### src/design/rmst_pkg.sv
`timescale 1ns / 1ps
// Shared types, constants and merge function for the range min/max/sum tree.
package rmst_pkg;

  localparam int LEAVES  = 1024;
  localparam int IDX_W   = 10;                  // width of lo, hi and last_index
  localparam int NODE_W  = $clog2(2 * LEAVES);  // node address width
  localparam int PTR_W   = NODE_W + 1;          // query bounds reach 2*LEAVES
  localparam int DATA_W  = 32;
  localparam int NODE_BITS = 3 * DATA_W;

  localparam logic signed [DATA_W-1:0] INT_MAX = {1'b0, {(DATA_W-1){1'b1}}};
  localparam logic signed [DATA_W-1:0] INT_MIN = {1'b1, {(DATA_W-1){1'b0}}};

  typedef enum logic [1:0] {
    MODE_SET   = 2'd0,
    MODE_ADD   = 2'd1,
    MODE_QUERY = 2'd2
  } mode_e;

  typedef enum logic [2:0] {
    ST_CLEAR,
    ST_IDLE,
    ST_WR_RD,
    ST_WR_LEAF,
    ST_WR_UP,
    ST_Q_LEFT,
    ST_Q_RIGHT,
    ST_Q_DONE
  } state_e;

  // sum in the low bits, then min, then max
  typedef struct packed {
    logic signed [DATA_W-1:0] mx;
    logic signed [DATA_W-1:0] mn;
    logic signed [DATA_W-1:0] sum;
  } node_t;

  typedef struct packed {
    logic              we;
    logic [NODE_W-1:0] waddr;
    node_t             wdata;
    logic [NODE_W-1:0] raddr;
  } ram_req_t;

  localparam node_t NODE_EMPTY = '{mx: INT_MIN, mn: INT_MAX, sum: '0};

  function automatic node_t node_merge(node_t a, node_t b);
    node_t r;
    r.sum = a.sum + b.sum;
    r.mn  = (b.mn < a.mn) ? b.mn : a.mn;
    r.mx  = (a.mx < b.mx) ? b.mx : a.mx;
    return r;
  endfunction

endpackage

### src/design/rmst_ctrl.sv
`timescale 1ns / 1ps
// Sequencer: clearing pass, leaf-by-leaf path updates and the query walk.
module rmst_ctrl import rmst_pkg::*; (
  input  logic                     clk_i,
  input  logic                     rst_ni,
  input  logic                     in_valid_i,
  output logic                     in_ready_o,
  input  logic [1:0]               mode_i,
  input  logic [IDX_W-1:0]         lo_i,
  input  logic [IDX_W-1:0]         hi_i,
  input  logic signed [DATA_W-1:0] value_i,
  input  logic [IDX_W-1:0]         last_index_i,
  output ram_req_t                 ram_req_o,
  input  node_t                    ram_rdata_i,
  output logic                     res_valid_o,
  input  logic                     res_ready_i,
  output node_t                    res_o
);

  state_e state_q, state_d;

  logic [NODE_W-1:0]        clr_q, clr_d;
  logic [IDX_W-1:0]         idx_q, idx_d;
  logic [IDX_W-1:0]         end_q, end_d;
  logic [NODE_W-1:0]        node_q, node_d;
  node_t                    cur_q, cur_d;
  logic signed [DATA_W-1:0] val_q, val_d;
  logic                     set_q, set_d;
  logic [PTR_W-1:0]         l_q, l_d;
  logic [PTR_W-1:0]         r_q, r_d;
  logic                     pend_q, pend_d;
  node_t                    acc_q, acc_d;

  logic [IDX_W-1:0]         top_idx;
  logic [IDX_W-1:0]         hi_clip;
  logic                     write_go;
  logic                     query_go;
  logic [NODE_W-1:0]        leaf_addr;
  logic [NODE_W-1:0]        parent;
  logic signed [DATA_W-1:0] leaf_val;
  node_t                    parent_node;
  logic [PTR_W-1:0]         r_dec;

  // range clipping against the live index limit and the store size
  assign top_idx  = (last_index_i > IDX_W'(LEAVES - 1)) ? IDX_W'(LEAVES - 1) : last_index_i;
  assign hi_clip  = (hi_i > top_idx) ? top_idx : hi_i;
  assign write_go = ((mode_i == MODE_SET) || (mode_i == MODE_ADD)) && (lo_i <= hi_clip);
  assign query_go = (mode_i == MODE_QUERY);

  assign leaf_addr   = NODE_W'(LEAVES) + NODE_W'(idx_q);
  assign parent      = node_q >> 1;
  assign leaf_val    = set_q ? val_q : (ram_rdata_i.sum + val_q);
  assign parent_node = node_merge(cur_q, ram_rdata_i);
  assign r_dec       = r_q[0] ? (r_q - PTR_W'(1)) : r_q;

  // next state
  always_comb begin
    state_d = state_q;
    case (state_q)
      ST_CLEAR: begin
        if (clr_q == '1) state_d = ST_IDLE;
      end
      ST_IDLE: begin
        if (in_valid_i) begin
          if (write_go) state_d = ST_WR_RD;
          else if (query_go) state_d = ST_Q_LEFT;
        end
      end
      ST_WR_RD:   state_d = ST_WR_LEAF;
      ST_WR_LEAF: state_d = ST_WR_UP;
      ST_WR_UP: begin
        if (parent == NODE_W'(1)) begin
          state_d = (idx_q == end_q) ? ST_IDLE : ST_WR_RD;
        end
      end
      ST_Q_LEFT:  state_d = (l_q < r_q) ? ST_Q_RIGHT : ST_Q_DONE;
      ST_Q_RIGHT: state_d = ST_Q_LEFT;
      ST_Q_DONE: begin
        if (res_ready_i) state_d = ST_IDLE;
      end
      default: state_d = ST_IDLE;
    endcase
  end

  // outputs and datapath
  always_comb begin
    clr_d       = clr_q;
    idx_d       = idx_q;
    end_d       = end_q;
    node_d      = node_q;
    cur_d       = cur_q;
    val_d       = val_q;
    set_d       = set_q;
    l_d         = l_q;
    r_d         = r_q;
    pend_d      = 1'b0;
    acc_d       = pend_q ? node_merge(acc_q, ram_rdata_i) : acc_q;
    ram_req_o   = '0;
    in_ready_o  = 1'b0;
    res_valid_o = 1'b0;
    res_o       = acc_q;
    case (state_q)
      ST_CLEAR: begin
        ram_req_o.we    = 1'b1;
        ram_req_o.waddr = clr_q;
        ram_req_o.wdata = '0;
        clr_d           = clr_q + NODE_W'(1);
      end
      ST_IDLE: begin
        in_ready_o = 1'b1;
        if (in_valid_i) begin
          idx_d = lo_i;
          end_d = hi_clip;
          val_d = value_i;
          set_d = (mode_i == MODE_SET);
          l_d   = PTR_W'(lo_i) + PTR_W'(LEAVES);
          r_d   = PTR_W'(hi_clip) + PTR_W'(LEAVES) + PTR_W'(1);
          acc_d = NODE_EMPTY;
        end
      end
      ST_WR_RD: begin
        ram_req_o.raddr = leaf_addr;
        node_d          = leaf_addr;
      end
      ST_WR_LEAF: begin
        ram_req_o.we    = 1'b1;
        ram_req_o.waddr = node_q;
        ram_req_o.wdata = '{mx: leaf_val, mn: leaf_val, sum: leaf_val};
        ram_req_o.raddr = node_q ^ NODE_W'(1);
        cur_d           = '{mx: leaf_val, mn: leaf_val, sum: leaf_val};
      end
      ST_WR_UP: begin
        // write the parent while fetching its sibling, never the same entry
        ram_req_o.we    = 1'b1;
        ram_req_o.waddr = parent;
        ram_req_o.wdata = parent_node;
        ram_req_o.raddr = parent ^ NODE_W'(1);
        cur_d           = parent_node;
        node_d          = parent;
        if ((parent == NODE_W'(1)) && (idx_q != end_q)) idx_d = idx_q + IDX_W'(1);
      end
      ST_Q_LEFT: begin
        if ((l_q < r_q) && l_q[0]) begin
          ram_req_o.raddr = l_q[NODE_W-1:0];
          l_d             = l_q + PTR_W'(1);
          pend_d          = 1'b1;
        end
      end
      ST_Q_RIGHT: begin
        if (r_q[0]) begin
          ram_req_o.raddr = r_dec[NODE_W-1:0];
          pend_d          = 1'b1;
        end
        l_d = l_q >> 1;
        r_d = r_dec >> 1;
      end
      ST_Q_DONE: begin
        res_valid_o = 1'b1;
      end
      default: ;
    endcase
  end

  always_ff @(posedge clk_i or negedge rst_ni) begin
    if (!rst_ni) begin
      state_q <= ST_CLEAR;
      clr_q   <= '0;
      pend_q  <= 1'b0;
    end else begin
      state_q <= state_d;
      clr_q   <= clr_d;
      pend_q  <= pend_d;
    end
  end

  always_ff @(posedge clk_i) begin
    idx_q  <= idx_d;
    end_q  <= end_d;
    node_q <= node_d;
    cur_q  <= cur_d;
    val_q  <= val_d;
    set_q  <= set_d;
    l_q    <= l_d;
    r_q    <= r_d;
    acc_q  <= acc_d;
  end

endmodule

### config.mk
export PLATFORM = sky130hd
export DESIGN_NAME = rmst_ctrl
export DESIGN_NICKNAME = d
export VERILOG_FILES = /design/src/design/rmst_pkg.sv /design/src/design/rmst_ctrl.sv
export SDC_FILE = /design/constraint.sdc
export NUM_CORES = 1
export LEC_CHECK = 0
export BUFFER_PORTS_ARGS = -buffer_cell sky130_fd_sc_hd__buf_2
export CORE_MARGIN = 8
export CORE_UTILIZATION = 25
export DETAILED_ROUTE_END_ITERATION = 10
export GPL_ROUTABILITY_DRIVEN = 0
export HOLD_SLACK_MARGIN = 0.1
export REMOVE_ABC_BUFFERS = 1
export SLEW_MARGIN = 20
export SYNTH_ARGS = -nofsm -noshare
export SYNTH_HDL_FRONTEND = slang
export SYNTH_SLANG_ARGS = --single-unit
### constraint.sdc
create_clock -name clk_i -period 5.34 [get_ports clk_i]
set_input_delay 0.534 -clock clk_i [delete_from_list [all_inputs] [get_ports clk_i]]
set_output_delay 0.534 -clock clk_i [all_outputs]
set_load 0.02 [all_outputs]
==> report_table.html, run 1 <==
<table>
<tr><th>Metric</th><th>Value</th></tr>
<tr><th colspan="2">Routing</th></tr>
<tr><td>DRC violations left</td><td>0</td></tr>
<tr><td>Aggregate routed wire length</td><td>89.7 mm</td></tr>
<tr><td>Overall via count from detail_route</td><td>20700</td></tr>
<tr><td>Average vias per placed instance</td><td>5.05</td></tr>
<tr><td>Number of optimization iterations in the first detailed-route pass</td><td>6</td></tr>
<tr><td>Routed length per instance</td><td>21.9 um</td></tr>
<tr><td>Residual antenna-violating net count after detailed routing</td><td>0</td></tr>
<tr><td>Initial drt markers</td><td>1846</td></tr>
<tr><th colspan="2">Placed design</th></tr>
<tr><td>Number of buffer cells added on primary ports</td><td>380</td></tr>
<tr><td>Post-place setup slack</td><td>0.841 ns</td></tr>
<tr><td>HPWL after DPL</td><td>71.0 mm</td></tr>
<tr><td>Area after detailed placement</td><td>25800 um^2</td></tr>
<tr><th colspan="2">Die</th></tr>
<tr><td>Initial core utilization</td><td>25.1%</td></tr>
<tr><td>Die Y</td><td>316 um</td></tr>
<tr><td>Standard-cell rows</td><td>110</td></tr>
<tr><td>Die footprint</td><td>99700 um^2</td></tr>
<tr><td>Number of primary I/O pins</td><td>381</td></tr>
<tr><td>Die X-Extent</td><td>316 um</td></tr>
<tr><td>Core box area</td><td>89600 um^2</td></tr>
<tr><th colspan="2">CTS</th></tr>
<tr><td>Maximum level of the CTS H-tree</td><td>2</td></tr>
<tr><td>Post-CTS setup-driven buffer insertion count</td><td>0</td></tr>
<tr><td>Clock transition at the register clock pins on the worst setup and hold paths after CTS</td><td>0.06 ns</td></tr>
<tr><td>Buffers from clock root to sink, at most</td><td>3</td></tr>
<tr><td>Clock insertion delay at the later pin of the skew report</td><td>0.58 ns</td></tr>
<tr><td>Library cell used as clock root buffer</td><td>sky130_fd_sc_hd__clkbuf_16</td></tr>
<tr><td>Sink Count</td><td>295</td></tr>
<tr><td>Total clock buffers created by CTS</td><td>41</td></tr>
<tr><td>CTS tree</td><td>yes</td></tr>
<tr><th colspan="2">Outcome</th></tr>
<tr><td>Outcome</td><td>completed</td></tr>
<tr><th colspan="2">Timing</th></tr>
<tr><td>Count of final max-slew check failures</td><td>0</td></tr>
<tr><td>Total negative slack</td><td>0 ns</td></tr>
<tr><td>Final critical path time including I/O delays and setup</td><td>4.80 ns</td></tr>
<tr><td>RSZ-0062 raised after global routing</td><td>false</td></tr>
<tr><td>Final Worst Setup Slack</td><td>0.536 ns</td></tr>
<tr><td>Fin crit share</td><td>90.0%</td></tr>
<tr><td>Maximum clock frequency</td><td>208 MHz</td></tr>
<tr><td>Clock skew</td><td>0.0232 ns</td></tr>
<tr><td>Slew @ Worst Pin</td><td>1.04 ns</td></tr>
<tr><td>Final number of setup-violating endpoints</td><td>0</td></tr>
<tr><td>Tightest slew margin relative to the limit</td><td>30.4%</td></tr>
<tr><td>Final Hold Violating Endpoints</td><td>0</td></tr>
<tr><th colspan="2">Global routing</th></tr>
<tr><td>Vias in the first global route</td><td>20200</td></tr>
<tr><td>Largest net degree at the start of global routing</td><td>138</td></tr>
<tr><td>Total global-route track usage</td><td>17.2%</td></tr>
<tr><td>Global-route wire length before repair</td><td>130 mm</td></tr>
<tr><td>Initial antenna violation count</td><td>21</td></tr>
<tr><td>Total grt overflow</td><td>0</td></tr>
<tr><th colspan="2">Synth</th></tr>
<tr><td>Main flop type after synthesis</td><td>sky130_fd_sc_hd__edfxtp_1</td></tr>
<tr><td>Mapped Cells</td><td>2519</td></tr>
<tr><td>Area of the mapped netlist</td><td>22500 um^2</td></tr>
<tr><td>Post-Synthesis Mean Instance Area</td><td>8.92 um^2</td></tr>
<tr><td>Flop and latch count out of synthesis</td><td>295</td></tr>
<tr><td>Share of flip-flops with an asynchronous set or reset</td><td>5.08%</td></tr>
<tr><td>Largest cells by area after synthesis</td><td>sky130_fd_sc_hd__edfxtp_1 (25%), sky130_fd_sc_hd__ha_1 (14%), sky130_fd_sc_hd__dfxtp_1 (8.6%)</td></tr>
<tr><td>Cell variety after synth</td><td>78</td></tr>
<tr><td>Area share of the leading cell type in the synthesized netlist</td><td>24.6%</td></tr>
<tr><td>Yosys Warn Count</td><td>0</td></tr>
<tr><td>Post-synth EDFFs</td><td>184</td></tr>
<tr><td>Part of the Yosys area used for sequential elements</td><td>34.8%</td></tr>
<tr><td>Cell accounting for the most synthesized area</td><td>sky130_fd_sc_hd__edfxtp_1</td></tr>
<tr><th colspan="2">Final layout</th></tr>
<tr><td>Final core occ</td><td>30.4%</td></tr>
<tr><td>Layout cells sized above 1</td><td>17.5%</td></tr>
<tr><td>Final Cell Area</td><td>27300 um^2</td></tr>
<tr><td>Area delta synth-&gt;final</td><td>21.5%</td></tr>
<tr><td>Leading cell type in the layout, fill and taps excluded</td><td>sky130_fd_sc_hd__buf_2</td></tr>
<tr><td>Post-layout nets</td><td>3296</td></tr>
<tr><td>Highest-count cells in the layout ignoring fill and taps</td><td>sky130_fd_sc_hd__buf_2 (380), sky130_fd_sc_hd__ha_1 (252), sky130_fd_sc_hd__nand2_1 (225)</td></tr>
<tr><th colspan="2">Setup path</th></tr>
<tr><td>Origin of the worst setup path</td><td>val_q[0]$_DFFE_PP_</td></tr>
<tr><td>Critical Path End</td><td>ram_req_o[35]</td></tr>
<tr><td>R2R Path Start</td><td>cur_q[41]$_DFFE_PP_</td></tr>
<tr><td>Crit path required time</td><td>4.81 ns</td></tr>
<tr><td>Critical-path cell list</td><td>ha_1 &gt; inv_1 &gt; fa_1 &gt; nor2b_1 &gt; o21a_1 &gt; o21ai_1 &gt; a21oi_1 &gt; buf_4 &gt; a221o_1 &gt; a21oi_2 &gt; o21ai_1 &gt; xor2_1 &gt; o211ai_1 &gt; nand2_1 &gt; buf_2</td></tr>
<tr><td>Worst Path Max Fanout</td><td>7</td></tr>
<tr><td>Critical path type</td><td>flop to output pin</td></tr>
<tr><td>Length in cells of the worst reg-to-reg path</td><td>12</td></tr>
<tr><td>Worst reg-to-reg setup slack</td><td>1.68 ns</td></tr>
<tr><td>Most frequent cell on the critical path</td><td>sky130_fd_sc_hd__o21ai_1</td></tr>
<tr><td>Stage delay of the slowest cell on the critical path</td><td>0.46 ns</td></tr>
<tr><td>Startpoint type of the worst setup path</td><td>flop</td></tr>
<tr><td>Critical R2R Capture</td><td>cur_q[41]$_DFFE_PP_</td></tr>
<tr><td>Critical Path Sink Type</td><td>output pin</td></tr>
<tr><td>Arrival time at the worst endpoint</td><td>4.27 ns</td></tr>
<tr><td>Crit path max-delay cell type</td><td>sky130_fd_sc_hd__o211ai_1</td></tr>
<tr><th colspan="2">Pwr</th></tr>
<tr><td>Worst ir drop on vdd</td><td>0.288 mV</td></tr>
<tr><td>Total Power Consumption</td><td>15.0 mW</td></tr>
<tr><td>Leak Pwr</td><td>13.0 nW</td></tr>
<tr><td>Pwr per Cell Area</td><td>549 nW/um^2</td></tr>
<tr><th colspan="2">Flow run</th></tr>
<tr><td>Number of maximum-capacitance constraint violations</td><td>0</td></tr>
<tr><th colspan="2">Hold path</th></tr>
<tr><td>Path class of the lowest-slack min-delay path</td><td>input port to flop</td></tr>
</table>
critical path: cells and delay by family (launching register included):
family,cells,cell delay [ns]
simple gates,2,0.34
flops,1,0.41
compound gates,7,1.84
fa+ha+maj,2,0.43
buf+inv,3,0.48
xor+xnor,1,0.17
per-stage QoR:
step / hold slack, ns / cells
finish: 0.141 / 4095
global route: 0.109 / 4088
CTS: 0.101 / 4086
detailed placement: 0.465 / 3994
global placement: 0.458 / 3994
floorplan: 0.238 / 2402
synthesized netlist by cell type (13+ instances only):
cell type                  number
sky130_fd_sc_hd__and3_1        17
sky130_fd_sc_hd__inv_1        157
sky130_fd_sc_hd__a22oi_1       17
sky130_fd_sc_hd__mux2i_1      148
sky130_fd_sc_hd__nand2_1      227
sky130_fd_sc_hd__o21a_1        18
sky130_fd_sc_hd__dfrtp_1       15
sky130_fd_sc_hd__nor3_1        58
sky130_fd_sc_hd__xnor2_1       67
sky130_fd_sc_hd__o21ai_0      103
sky130_fd_sc_hd__edfxtp_1     184
sky130_fd_sc_hd__ha_1         252
sky130_fd_sc_hd__a221o_1       13
sky130_fd_sc_hd__o21ai_1       98
sky130_fd_sc_hd__nor4_1        14
sky130_fd_sc_hd__clkbuf_1      97
sky130_fd_sc_hd__nor2_1       179
sky130_fd_sc_hd__nand3_1       45
sky130_fd_sc_hd__o21bai_1      17
sky130_fd_sc_hd__a21o_1       115
sky130_fd_sc_hd__nand2b_1      23
sky130_fd_sc_hd__xor2_1        49
sky130_fd_sc_hd__nand4_1       45
sky130_fd_sc_hd__and2_1        13
sky130_fd_sc_hd__dfxtp_1       96
sky130_fd_sc_hd__a21oi_1      194
sky130_fd_sc_hd__a31oi_1       47
sky130_fd_sc_hd__a211oi_1      19
sky130_fd_sc_hd__nor2b_1       20
kinds of logic after synthesis:
group / share of synthesized area [%]
mux: 7.01
fa+ha+maj: 14.3
flops: 34.8
xor+xnor: 4.60
simple gates: 14.1
compound gates: 20.4
buf+inv: 4.72
flip-flops by register name, summed over array words and instances, names as in the netlist:
| signal | cells |
|---|---|
| cur_q | 96 |
| res_o | 96 |
| val_q | 32 |
| l_q | 12 |
| r_q | 12 |
| clr_q | 11 |
| node_q | 11 |
| end_q | 10 |
| idx_q | 10 |
| state_q | 3 |
| pend_q | 1 |
| set_q | 1 |
timing repair:
item                      4_1_cts  5_1_grt
gates resized for setup         0        0
hold endpoints to repair       30        0
hold buffers                   16        0
area by class of cell:
type	count	area [um^2]
clock buffer	60	1160
sequential	295	7820
timing repair buffer	432	2360
tap	1176	1470
inverter	160	608
multi-input combinational	1947	13700
antenna	9	22.5
clock inverter	16	181
fill	9514	62300
routing by layer:
metal	vias to the layer above	wire length, um	global-route usage, %
li1	9980	-	-
met1	9786	37400	21.6
met2	768	41600	28.8
met3	126	8470	4.76
met4	8	2180	4.42
met5	-	48	0
worst min path at each step:
stage,end,slack (ns),depth (start not counted),start
after floorplan,clr_q[0]$_DFFE_PN0N_,0.24,0,rst_ni
final,val_q[26]$_DFFE_PP_,0.14,1,value_i[26]
after global routing,val_q[21]$_DFFE_PP_,0.11,1,value_i[21]
after global placement,state_q[2]$_DFFE_PN0P_,0.46,1,rst_ni
after detailed placement,state_q[2]$_DFFE_PN0P_,0.47,1,rst_ni
after CTS,val_q[21]$_DFFE_PP_,0.10,1,value_i[21]
power breakdown:
group / switching (mW) / internal, mW
Clock: 1.17 / 1.66
Sequential: 0.679 / 3.50
Combinational: 5.17 / 2.80
Power figures use the tool's default switching activity.
==> inputs of run 2 (changes only) <==
--- a/config.mk
+++ b/config.mk
@@ -8,6 +8,7 @@
 export BUFFER_PORTS_ARGS = -buffer_cell sky130_fd_sc_hd__buf_2
 export CORE_MARGIN = 8
 export CORE_UTILIZATION = 25
+export CTS_BUF_LIST = sky130_fd_sc_hd__clkbuf_16
 export DETAILED_ROUTE_END_ITERATION = 10
 export GPL_ROUTABILITY_DRIVEN = 0
 export HOLD_SLACK_MARGIN = 0.1
==> run 2 against run 1 <==
Net effect: wire length fell by 0.14%; setup slack got worse by 0.0070 ns; via count fell by 0.14%; first-iteration DRC count fell by 2.4%; highest routed layer unchanged.
==> report_table.html, run 2 (synthesis results as in run 1) <==
<table>
<tr><th>Metric</th><th>Value</th></tr>
<tr><th colspan="2">Outcome</th></tr>
<tr><td>Outcome</td><td>completed</td></tr>
<tr><th colspan="2">Placed design</th></tr>
<tr><td>Number of buffer cells added on primary ports</td><td>380</td></tr>
<tr><td>HPWL after DPL</td><td>71.0 mm</td></tr>
<tr><td>Area after detailed placement</td><td>25800 um^2</td></tr>
<tr><td>Post-place setup slack</td><td>0.841 ns</td></tr>
<tr><td>Post-Place Cells</td><td>3994</td></tr>
<tr><th colspan="2">CTS</th></tr>
<tr><td>Total clock buffers created by CTS</td><td>41</td></tr>
<tr><td>Buffers from clock root to sink, at most</td><td>3</td></tr>
<tr><td>Post-CTS setup-driven buffer insertion count</td><td>0</td></tr>
<tr><td>Clock insertion delay at the later pin of the skew report</td><td>0.58 ns</td></tr>
<tr><td>Maximum level of the CTS H-tree</td><td>2</td></tr>
<tr><td>Sink Count</td><td>295</td></tr>
<tr><td>Library cell used as clock root buffer</td><td>sky130_fd_sc_hd__clkbuf_16</td></tr>
<tr><td>CTS tree</td><td>yes</td></tr>
<tr><td>Clock transition at the register clock pins on the worst setup and hold paths after CTS</td><td>0.06 ns</td></tr>
<tr><td>Number of gates resized after CTS</td><td>0</td></tr>
<tr><th colspan="2">Die</th></tr>
<tr><td>Initial core utilization</td><td>25.1%</td></tr>
<tr><td>Standard-cell rows</td><td>110</td></tr>
<tr><td>Die X-Extent</td><td>316 um</td></tr>
<tr><td>Die Y</td><td>316 um</td></tr>
<tr><td>Die footprint</td><td>99700 um^2</td></tr>
<tr><td>Number of primary I/O pins</td><td>381</td></tr>
<tr><td>Core box area</td><td>89600 um^2</td></tr>
<tr><th colspan="2">Timing</th></tr>
<tr><td>Count of final max-slew check failures</td><td>0</td></tr>
<tr><td>Final Hold Violating Endpoints</td><td>0</td></tr>
<tr><td>Slew @ Worst Pin</td><td>1.04 ns</td></tr>
<tr><td>Final Worst Setup Slack</td><td>0.529 ns</td></tr>
<tr><td>RSZ-0062 raised after global routing</td><td>false</td></tr>
<tr><td>Final number of setup-violating endpoints</td><td>0</td></tr>
<tr><td>Final critical path time including I/O delays and setup</td><td>4.81 ns</td></tr>
<tr><td>Fin crit share</td><td>90.1%</td></tr>
<tr><td>Clock skew</td><td>0.0237 ns</td></tr>
<tr><td>Maximum clock frequency</td><td>208 MHz</td></tr>
<tr><td>Tightest slew margin relative to the limit</td><td>31.0%</td></tr>
<tr><th colspan="2">Final layout</th></tr>
<tr><td>Area delta synth-&gt;final</td><td>21.2%</td></tr>
<tr><td>Leading cell type in the layout, fill and taps excluded</td><td>sky130_fd_sc_hd__buf_2</td></tr>
<tr><td>Final Cell Area</td><td>27200 um^2</td></tr>
<tr><td>Final core occ</td><td>30.4%</td></tr>
<tr><td>Number of non-filler instances in the completed layout</td><td>4094</td></tr>
<tr><td>Layout cells sized above 1</td><td>17.4%</td></tr>
<tr><td>Highest-count cells in the layout ignoring fill and taps</td><td>sky130_fd_sc_hd__buf_2 (380), sky130_fd_sc_hd__ha_1 (252), sky130_fd_sc_hd__nand2_1 (225)</td></tr>
<tr><td>Post-layout nets</td><td>3296</td></tr>
<tr><th colspan="2">Setup path</th></tr>
<tr><td>Crit path required time</td><td>4.81 ns</td></tr>
<tr><td>Arrival time at the worst endpoint</td><td>4.28 ns</td></tr>
<tr><td>Critical Path Sink Type</td><td>output pin</td></tr>
<tr><td>Worst Path Max Fanout</td><td>4</td></tr>
<tr><td>Startpoint type of the worst setup path</td><td>flop</td></tr>
<tr><td>Critical path type</td><td>flop to output pin</td></tr>
<tr><th colspan="2">Pwr</th></tr>
<tr><td>Seq pwr share</td><td>28.1%</td></tr>
<tr><td>Internal Pwr Total</td><td>7.84 mW</td></tr>
<tr><td>Net switching fraction of the power</td><td>47.2%</td></tr>
<tr><td>Switching power summed over all nets</td><td>7.02 mW</td></tr>
<tr><td>Share of total power in the clock network</td><td>18.3%</td></tr>
<tr><td>Worst ir drop on vdd</td><td>0.288 mV</td></tr>
<tr><td>Pwr per Cell Area</td><td>546 nW/um^2</td></tr>
<tr><td>Portion of total power attributed to combinational logic</td><td>53.6%</td></tr>
<tr><td>Leak Pwr</td><td>13.0 nW</td></tr>
<tr><th colspan="2">Routing</th></tr>
<tr><td>Residual antenna-violating net count after detailed routing</td><td>0</td></tr>
<tr><td>Routed length per instance</td><td>21.9 um</td></tr>
<tr><td>Number of optimization iterations in the first detailed-route pass</td><td>8</td></tr>
<tr><td>Average vias per placed instance</td><td>5.04</td></tr>
<tr><td>Overall via count from detail_route</td><td>20600</td></tr>
<tr><td>Aggregate routed wire length</td><td>89.6 mm</td></tr>
<tr><td>DRC violations left</td><td>0</td></tr>
<tr><td>Initial drt markers</td><td>1801</td></tr>
<tr><th colspan="2">Hold path</th></tr>
<tr><td>Path class of the lowest-slack min-delay path</td><td>input port to flop</td></tr>
<tr><th colspan="2">Global routing</th></tr>
<tr><td>Total grt overflow</td><td>0</td></tr>
<tr><td>Global-route wire length before repair</td><td>130 mm</td></tr>
<tr><td>Global routing met3 resource utilization</td><td>4.79%</td></tr>
<tr><td>Met2 track demand over resource in global routing</td><td>28.8%</td></tr>
<tr><td>Busiest layer in global routing</td><td>met2</td></tr>
<tr><td>Largest net degree at the start of global routing</td><td>138</td></tr>
<tr><td>Vias in the first global route</td><td>20200</td></tr>
<tr><td>Initial antenna violation count</td><td>21</td></tr>
<tr><td>Total global-route track usage</td><td>17.2%</td></tr>
<tr><td>Met1 routing resource usage after global routing</td><td>21.6%</td></tr>
<tr><th colspan="2">Flow run</th></tr>
<tr><td>Number of maximum-capacitance constraint violations</td><td>0</td></tr>
</table>
## run 2: cell count changes in the layout (fill, tap and decap cells not counted), sizes merged
cell | before | now
clkbuf | 60 | 41
clkinv | 8 | 13
diode | 9 | 8
inv | 163 | 177
## run 2: stage by stage
step | power, mW | hold WS (ns) | setup TNS (ns)
CTS | 15.0 | 0.101 | 0
global route | 15.9 | 0.109 | 0
floorplan | 9.31 | 0.238 | -1143.52
detailed placement | 12.1 | 0.465 | 0
global placement | 12.1 | 0.458 | 0
finish | 14.9 | 0.140 | 0
## run 2: layout make-up
cell class                 instances  area [um^2]
antenna                            8         20.0
clock buffer                      41         1030
clock inverter                    35          253
fill                            9528        62400
inverter                         160          608
multi-input combinational       1947        13700
sequential                       295         7820
tap                             1176         1470
timing repair buffer             432         2360
## run 2: power groups by stage
stage	clock, mW	sequential, mW	combinational, mW
floorplan	0	4.36	4.95
global placement	0	4.21	7.87
detailed placement	0	4.21	7.93
CTS	2.81	4.17	7.99
global route	2.89	4.27	8.74
finish	2.72	4.18	7.96
## run 2: timing repair
action                                 in CTS  in global routing
hold buffers                               16                  0
endpoints found under the hold margin      30                  0
setup endpoints to repair                   0                  0
## run 2: worst paths after layout
kind / startpoint / slack (ns) / depth (start not counted) / endpoint
worst min register to register: res_o[63]$_DFF_P_ / 0.48 / 2 / res_o[63]$_DFF_P_
worst max register to register: cur_q[41]$_DFFE_PP_ / 1.65 / 12 / cur_q[41]$_DFFE_PP_
min in group asynchronous: rst_ni / 0.40 / 2 / clr_q[7]$_DFFE_PN0N_
worst min-delay path: value_i[26] / 0.14 / 1 / val_q[26]$_DFFE_PP_
worst max-delay path: val_q[2]$_DFFE_PP_ / 0.53 / 12 / ram_req_o[40]
max in group asynchronous: rst_ni / 4.65 / 2 / pend_q$_DFF_PN0_
## run 2: worst max-delay path, stage by stage (launching register included)
cell                       delay [ns]
sky130_fd_sc_hd__edfxtp_1        0.40
sky130_fd_sc_hd__ha_1            0.37
sky130_fd_sc_hd__o21ai_1         0.11
sky130_fd_sc_hd__o21ai_1         0.22
sky130_fd_sc_hd__nand2_1         0.19
sky130_fd_sc_hd__o21a_1          0.26
sky130_fd_sc_hd__o22ai_1         0.15
sky130_fd_sc_hd__o221ai_1        0.23
sky130_fd_sc_hd__o41ai_1         0.69
sky130_fd_sc_hd__mux2i_1         0.15
sky130_fd_sc_hd__a31oi_1         0.42
sky130_fd_sc_hd__nand2_1         0.25
sky130_fd_sc_hd__buf_2           0.23
## run 2: layer usage
layer,wire length (um),up-vias
li1,-,9981
met1,37400,9786
met2,41700,739
met3,8280,126
met4,2190,8
met5,47,-
